<file path="src/rsms_pkg.sv">
`timescale 1ns / 1ps
// ============================================================================
// rsms_pkg
// Shared types and codes for the reverse spiral matrix scan block.
// ============================================================================
package rsms_pkg;

    localparam int VALUE_W    = 32;
    localparam int CFG_IDX_W  = 1;
    localparam int CFG_DATA_W = 5;

    // Configuration register indexes.
    localparam logic [CFG_IDX_W-1:0] REG_NUM_ROWS = 1'b0;
    localparam logic [CFG_IDX_W-1:0] REG_NUM_COLS = 1'b1;

    // Command codes.
    localparam logic CMD_READ = 1'b1;

    // Result status codes.
    localparam logic ST_OK        = 1'b0;
    localparam logic ST_NOT_READY = 1'b1;

    typedef struct packed {
        logic                      cmd;
        logic signed [VALUE_W-1:0] elem_value;
    } t_in;

    typedef struct packed {
        logic signed [VALUE_W-1:0] out_value;
        logic                      is_last;
        logic                      status;
    } t_out;

    // Classified request held in the queue between front and back.
    typedef struct packed {
        logic                      is_read;
        logic signed [VALUE_W-1:0] value;
    } t_req;

endpackage

</file>
<file path="src/rsms_front.sv">
`timescale 1ns / 1ps
// ============================================================================
// rsms_front
// Accepts requests, decodes the command and holds them in a two-entry queue.
// ============================================================================
module rsms_front import rsms_pkg::*; (
    input  logic i_clk,
    input  logic i_rst_n,
    input  logic i_start,
    input  t_in  i_in,
    output logic o_busy,
    output logic o_req_valid,
    output t_req o_req,
    input  logic i_pop
);

    localparam int DEPTH = 2;

    t_req       r_q [DEPTH];
    logic       r_wp;
    logic       r_rp;
    logic [1:0] r_cnt;
    logic [1:0] n_cnt;
    logic       w_push;
    t_req       w_entry;

    assign o_busy      = (r_cnt == 2'(DEPTH));
    assign o_req_valid = (r_cnt != 2'd0);
    assign o_req       = r_q[r_rp];
    assign w_push      = i_start && !o_busy;

    always_comb begin
        w_entry.is_read = (i_in.cmd == CMD_READ);
        w_entry.value   = i_in.elem_value;
        n_cnt           = r_cnt + 2'(w_push) - 2'(i_pop);
    end

    always_ff @(posedge i_clk) begin
        if (!i_rst_n) begin
            r_wp  <= 1'b0;
            r_rp  <= 1'b0;
            r_cnt <= 2'd0;
        end else begin
            r_cnt <= n_cnt;
            if (w_push) begin
                r_wp <= ~r_wp;
            end
            if (i_pop) begin
                r_rp <= ~r_rp;
            end
        end
    end

    always_ff @(posedge i_clk) begin
        if (w_push) begin
            r_q[r_wp] <= w_entry;
        end
    end

endmodule

</file>
<file path="config.mk">
export PLATFORM = sky130hd
export DESIGN_NAME = rsms_front
export DESIGN_NICKNAME = d
export VERILOG_FILES = /design/src/rsms_pkg.sv /design/src/rsms_front.sv
export SDC_FILE = /design/constraint.sdc
export NUM_CORES = 1
export LEC_CHECK = 0
export ABC_AREA = 0
export BUFFER_PORTS_ARGS = -buffer_cell sky130_fd_sc_hd__buf_2
export CORE_AREA = 2 2 96 61
export CTS_BUF_LIST = sky130_fd_sc_hd__clkbuf_8
export CTS_CLUSTER_DIAMETER = 150
export DETAILED_ROUTE_END_ITERATION = 12
export DIE_AREA = 0 0 98 63
export GPL_ROUTABILITY_DRIVEN = 0
export PLACE_DENSITY = 0.79
export SYNTH_ARGS = -nofsm -noshare
export SYNTH_HDL_FRONTEND = slang
export SYNTH_SLANG_ARGS = --single-unit
</file>
<file path="constraint.sdc">
create_clock -name i_clk -period 2.81 [get_ports i_clk]
set_input_delay 0.4215 -clock i_clk [delete_from_list [all_inputs] [get_ports i_clk]]
set_output_delay 0.4215 -clock i_clk [all_outputs]
set_load 0.005 [all_outputs]
</file>
==> run metrics, run 1 <==
crit start category=flop; core box area=5330 um^2; hold depth=1; DP HPWL=2870 um; maximum root-to-sink buffer count=2; Num CTS Buffers=9; wl on met1=1940 um; Setup crit end kind=output pin; critical hold path startpoint=i_in[7]; unrepaired setup endpoints after global routing=no; fin crit share=78.7%; CP delay by family, top=flip-flops; Row Count=21; Yosys cell types=17; WP data required=2.39 ns; TNS Setup=0 ns; maximum VDD drop=0.511 mV; clk sink count=71; area of the die=6170 um^2; met3 wire length=394 um; critical path peak fanout=19; Peak Freq=0.452 GHz; Synth area leader=edfxtp_1; WS Path Type=flop to output pin; most common cell after layout, fill and taps aside=buf_2; Post-CTS Setup Bufs=0; footprint of the multi-input gates=608 um^2; DR top layer=met4; Detail Route Antenna Nets=0; synth warn=0; R2R setup slack=1.20 ns; max incr delay on CP=0.74 ns; DP Area=3180 um^2; Slew HR=49.2%; Yosys reg bits=71; Hold Path End=r_q[0][7]$_DFFE_PP_; most frequent cells in the layout=buf_2 (71), edfxtp_1 (66), mux2_4 (30); largest net degree at the start of global routing=34; Clk Latency, worst-skew pair=0.33 ns; CTS tree=built; Area Overhead vs Synth=22.7%; CTS resizes=0; DIE WIDTH=98 um; Placed Cells=267; slowest CP cell=dfxtp_2; # port buffers=71; CP cell instances=buf_12, mux2_4, buf_2; drt first-iter violations=67; Total Routed Length=4240 um; vias in the first global route=1398; Fin. Hold Viols=0; worst min path class=input port to flop; Root Buffer=clkbuf_8; Setup Skew=0.00575 ns; Finished Cell Area=3390 um^2; Clock transition at path regs=0.07 ns; Avg Inst Size Synth=21.6 um^2; status=finished, final reports clean; DRC=0; Vias per Instance=4.77; die height=63 um; initial antenna violation count=0; total power=2.71 mW; reg2reg start=r_cnt[0]$_SDFF_PN0_; CP Data Arrival Time=1.79 ns; Worst-Margin Slew=0.763 ns; n_diodes=0; CTS HTree Levels=3; Reg area=2080 um^2; reg2reg end=r_cnt[1]$_SDFF_PN0_; min Tclk post-route=2.21 ns; PD cells=799 nW/um^2; Leakage=1.38 nW; Critical path buffers and inverters=2; synthesized area=2760 um^2; # setup viols final=0; gr ovfl total=0; Seq/Total Area, Yosys=75.3%; WL met2=1870 um; Max Cap Viol=0; share of cells above drive strength 1=58.4%; Detailed Routing Iterations Pass 1=4; top-area cell type share of the netlist area=71.7%; initial core utilization=51.8%; Net Count, Synth=167; I/O pin count=72; global-route wire length before repair=6670 um; Final Max Tran Viols=0; filler cell count=406; Vias=1349; worst r2r path cells=8; cells after synthesis=128; final net count=248; top post-synthesis cells by area=edfxtp_1 (72%), mux2_4 (16%), dfxtp_1 (3.6%); Final Non-Filler Cells=283; GRT Total Usage=15.0%; post-DR wirelength/cell=15.0 um; cts hold-fix bufs=0
==> per-stage QoR <==
| step | utilization (%) | setup WS (ns) | hold WS [ns] |
|---|---|---|---|
| 3_5_place_dp | 59.6 | 0.945 | 0.504 |
| 6_report | 63.6 | 0.600 | 0.275 |
| 4_1_cts | 63.6 | 0.568 | 0.251 |
| 3_3_place_gp | 59.6 | 0.940 | 0.493 |
| 5_1_grt | 63.6 | 0.493 | 0.251 |
| 2_1_floorplan | - | 0.435 | 0.455 |
==> where the power goes <==
| part | leakage [nW] | internal [mW] | switching [mW] |
|---|---|---|---|
| sequential | 0.657 | 1.34 | 0.0602 |
| clock | 0.108 | 0.493 | 0.348 |
| combinational | 0.619 | 0.261 | 0.209 |
==> cell usage after synthesis <==
master,n
nor2_1,4
buf_12,3
or2_2,1
nand2b_1,2
xor2_1,1
nand2_1,2
dfxtp_1,5
mux2i_1,1
mux2_2,3
xnor2_1,2
mux2_4,30
buf_6,1
edfxtp_1,66
and3_1,1
inv_1,3
and2_1,1
ha_1,2
==> area by class of cell <==
| class | instances | area share [%] |
|---|---|---|
| repair buffers | 74 | 11.5 |
| multi-input cells | 50 | 17.9 |
| flip-flops and latches | 71 | 61.4 |
| inverters | 3 | 0.332 |
| clock buffers | 9 | 3.65 |
| well taps | 69 | 2.55 |
| clock inverters | 7 | 2.62 |
==> how the worst max path moves through the flow <==
stage / to / slack [ns] / depth (start not counted)
6_report: o_req[23] / 0.60 / 3
4_1_cts: o_req[26] / 0.57 / 3
3_3_place_gp: o_req[27] / 0.94 / 3
5_1_grt: o_req[23] / 0.49 / 3
3_5_place_dp: o_req[26] / 0.94 / 3
2_1_floorplan: r_q[0][0]$_DFFE_PP_ / 0.44 / 3
==> routing by layer <==
| metal | GRT usage (%) | vias up |
|---|---|---|
| met5 | 0 | - |
| met3 | 8.39 | 4 |
| met2 | 21.7 | 53 |
| met1 | 19.1 | 645 |
| met4 | 5.21 | 0 |
| li1 | - | 647 |
==> kinds of logic (layout without fill, tap and decap cells) <==
kind of cell,Yosys count,after routing,synth area share [%]
and+or+nand+nor,11,11,1.95
xor gates and xnor gates,3,3,0.951
adders and majority gates,2,2,0.905
DFF,71,71,75.3
muxes,34,34,17.9
buffers and inverters,7,93,2.99
==> worst register-to-register path: stages (launching register included) <==
cell	delay (ns)
dfxtp_1	0.35
nand2b_1	0.15
nand2_1	0.14
ha_1	0.31
inv_1	0.04
ha_1	0.18
xor2_1	0.16
xnor2_1	0.13
nor2_1	0.05
==> registers in the layout (all words and copies together), names as in the netlist, named ones only <==
register,flops
r_cnt,2
r_q,66
r_rp,1
r_wp,1
Note: power is estimated with default switching activity, not from simulation.
==> inputs of run 2 (changes only) <==
==> constraint.sdc (replaced) <==
create_clock -name i_clk -period 2.3 [get_ports i_clk]
set_input_delay 0.345 -clock i_clk [delete_from_list [all_inputs] [get_ports i_clk]]
set_output_delay 0.345 -clock i_clk [all_outputs]
set_load 0.005 [all_outputs]
==> run metrics, run 2 (synthesis gave the netlist of run 1 again) <==
worst r2r path cells=8 (unchanged); Peak Freq=0.500 GHz; Fin. Hold Viols=0 (unchanged); fin crit share=86.9%; n_diodes=0 (unchanged); most common cell after layout, fill and taps aside=buf_2 (unchanged); CTS resizes=0 (unchanged); Detailed Routing Iterations Pass 1=4 (unchanged); final net count=249 (was 248); DP HPWL=3010 um (was 2870 um); Row Count=21 (unchanged); post-DR wirelength/cell=15.3 um (was 15.0 um); share of cells above drive strength 1=57.7% (was 58.4%); TNS Setup=0 ns (unchanged); DIE WIDTH=98 um (unchanged); Top reg by flops=r_q (unchanged); gr ovfl total=0 (unchanged); I/O pin count=72 (unchanged); R2R setup slack=0.62 ns (was 1.20 ns); Hold Path End=r_q[1][19]$_DFFE_PP_ (was r_q[0][7]$_DFFE_PP_); reg2reg start=r_cnt[0]$_SDFF_PN0_ (unchanged); DP Area=3190 um^2 (was 3180 um^2); top flop regs=r_q (66), r_cnt (2) (unchanged); WHS=0.194 ns (was 0.275 ns); switching part of the total=23.3% (was 22.8%); Switch Pwr=0.741 mW (was 0.618 mW); Clock Power Share=28.0% (was 31.0%); Root Buffer=clkbuf_8 (unchanged); Max Cap Viol=0 (unchanged); die height=63 um (unchanged); initial antenna violation count=0 (unchanged); Setup Skew=0.00711 ns (was 0.00575 ns); drt first-iter violations=47 (was 67); Clock transition at path regs=0.07 ns (about the same); Final Max Tran Viols=0 (unchanged); unrepaired setup endpoints after global routing=no (unchanged); maximum VDD drop=0.691 mV (was 0.511 mV); # port buffers=71 (unchanged); CTS tree=built (unchanged); CTS HTree Levels=3 (unchanged); critical hold path startpoint=i_in[19] (was i_in[7]); Detail Route Antenna Nets=0 (unchanged); PD cells=945 nW/um^2 (was 799 nW/um^2); core box area=5330 um^2 (unchanged); Vias per Instance=4.81 (was 4.77); WP data required=1.96 ns (was 2.39 ns); # setup viols final=0 (unchanged); Finished Cell Area=3370 um^2 (was 3390 um^2); Int Power=2.44 mW (was 2.09 mW); clk sink count=71 (unchanged); Clk Latency, worst-skew pair=0.34 ns (was 0.33 ns); Total Routed Length=4350 um (was 4240 um); worst min path class=input port to flop (unchanged); Leakage=1.38 nW (about the same); filler cell count=389 (was 406); CP Data Arrival Time=1.65 ns (was 1.79 ns); reg2reg end=r_cnt[1]$_SDFF_PN0_ (unchanged); global-route wire length before repair=6830 um (was 6670 um); critical path peak fanout=21 (was 19); GRT Total Usage=15.0% (about the same); maximum root-to-sink buffer count=2 (unchanged); cts hold-fix bufs=0 (unchanged); Setup crit end kind=output pin (unchanged); Worst-Margin Slew=0.443 ns (was 0.763 ns); crit start category=flop (unchanged); Largest register FFs=66 (unchanged); vias in the first global route=1431 (was 1398); Num CTS Buffers=9 (unchanged); most frequent cells in the layout=buf_2 (71), edfxtp_1 (66), mux2_4 (30) (unchanged); Slew HR=70.5% (was 49.2%); min Tclk post-route=2.00 ns; Area Overhead vs Synth=21.8% (was 22.7%); largest net degree at the start of global routing=34 (unchanged); WS Path Type=flop to output pin (unchanged); initial core utilization=51.8% (unchanged); area of the die=6170 um^2 (unchanged); Post-CTS Setup Bufs=0 (unchanged); Logic pwr share=18.4% (was 17.4%); sequential power share=53.6% (was 51.6%); DRC=0 (unchanged); status=finished, final reports clean (unchanged); hold depth=1 (unchanged); Vias=1367 (was 1349)
-- run 2: cell count changes in the layout (fill, tap and decap cells not counted) --
cell and delta:
and3_1 +1, and3_2 -1, buf_4 +1, bufinv_16 -1, clkinv_2 +2, clkinv_4 -1, clkinvlp_4 -1, inv_1 +1
-- run 2: how the worst max path moves through the flow --
stage / slack [ns] / depth (start not counted) / end / start
5_1_grt: 0.22 / 3 / o_req[30] / flop
4_1_cts: 0.26 / 3 / o_req[5] / flop
3_5_place_dp: 0.62 / 8 / r_cnt[1]$_SDFF_PN0_ / r_cnt[0]$_SDFF_PN0_
3_3_place_gp: 0.67 / 3 / o_req[30] / flop
2_1_floorplan: 0.47 / 3 / r_q[0][0]$_DFFE_PP_ / r_cnt[0]$_SDFF_PN0_
6_report: 0.30 / 3 / o_req[5] / flop
-- run 2: power groups by stage --
stage | Sequential (mW) | Clock [mW] | Combinational [mW]
CTS | 1.71 | 0.914 | 0.597
floorplan | 1.70 | 0 | 0.387
detailed placement | 1.74 | 0 | 0.593
finish | 1.70 | 0.892 | 0.584
global route | 1.72 | 0.982 | 0.638
global placement | 1.72 | 0 | 0.581
-- run 2: layout make-up --
type / count / area [um^2] / share of cell area, %
Sequential cell: 71 / 2080 / 61.9
Inverter: 3 / 11.3 / 0.335
Clock inverter: 7 / 56.3 / 1.67
Multi-Input combinational cell: 50 / 607 / 18.0
Tap cell: 69 / 86.3 / 2.57
Timing Repair Buffer: 75 / 398 / 11.8
Clock buffer: 9 / 124 / 3.68
-- run 2: per-stage QoR --
stage / instances / setup slack, ns / power [mW] / util, %
2_1_floorplan: 128 / 0.467 / 2.09 / -
3_3_place_gp: 268 / 0.669 / 2.30 / 59.7
3_5_place_dp: 268 / 0.620 / 2.33 / 59.7
4_1_cts: 284 / 0.265 / 3.22 / 63.1
5_1_grt: 284 / 0.223 / 3.34 / 63.1
6_report: 284 / 0.301 / 3.18 / 63.1
-- run 2: critical path, cell delays in order, from the launching register on --
cell	delay, ns
dfxtp_2	0.60
buf_12	0.26
mux2_4	0.31
buf_2	0.13
-- run 2: metal layers --
| metal | GRT usage (%) | wire, um |
|---|---|---|
| met3 | 8.17 | 412 |
| met1 | 18.7 | 1940 |
| met5 | 0 | 0 |
| met4 | 3.65 | 14 |
| met2 | 23.0 | 1990 |
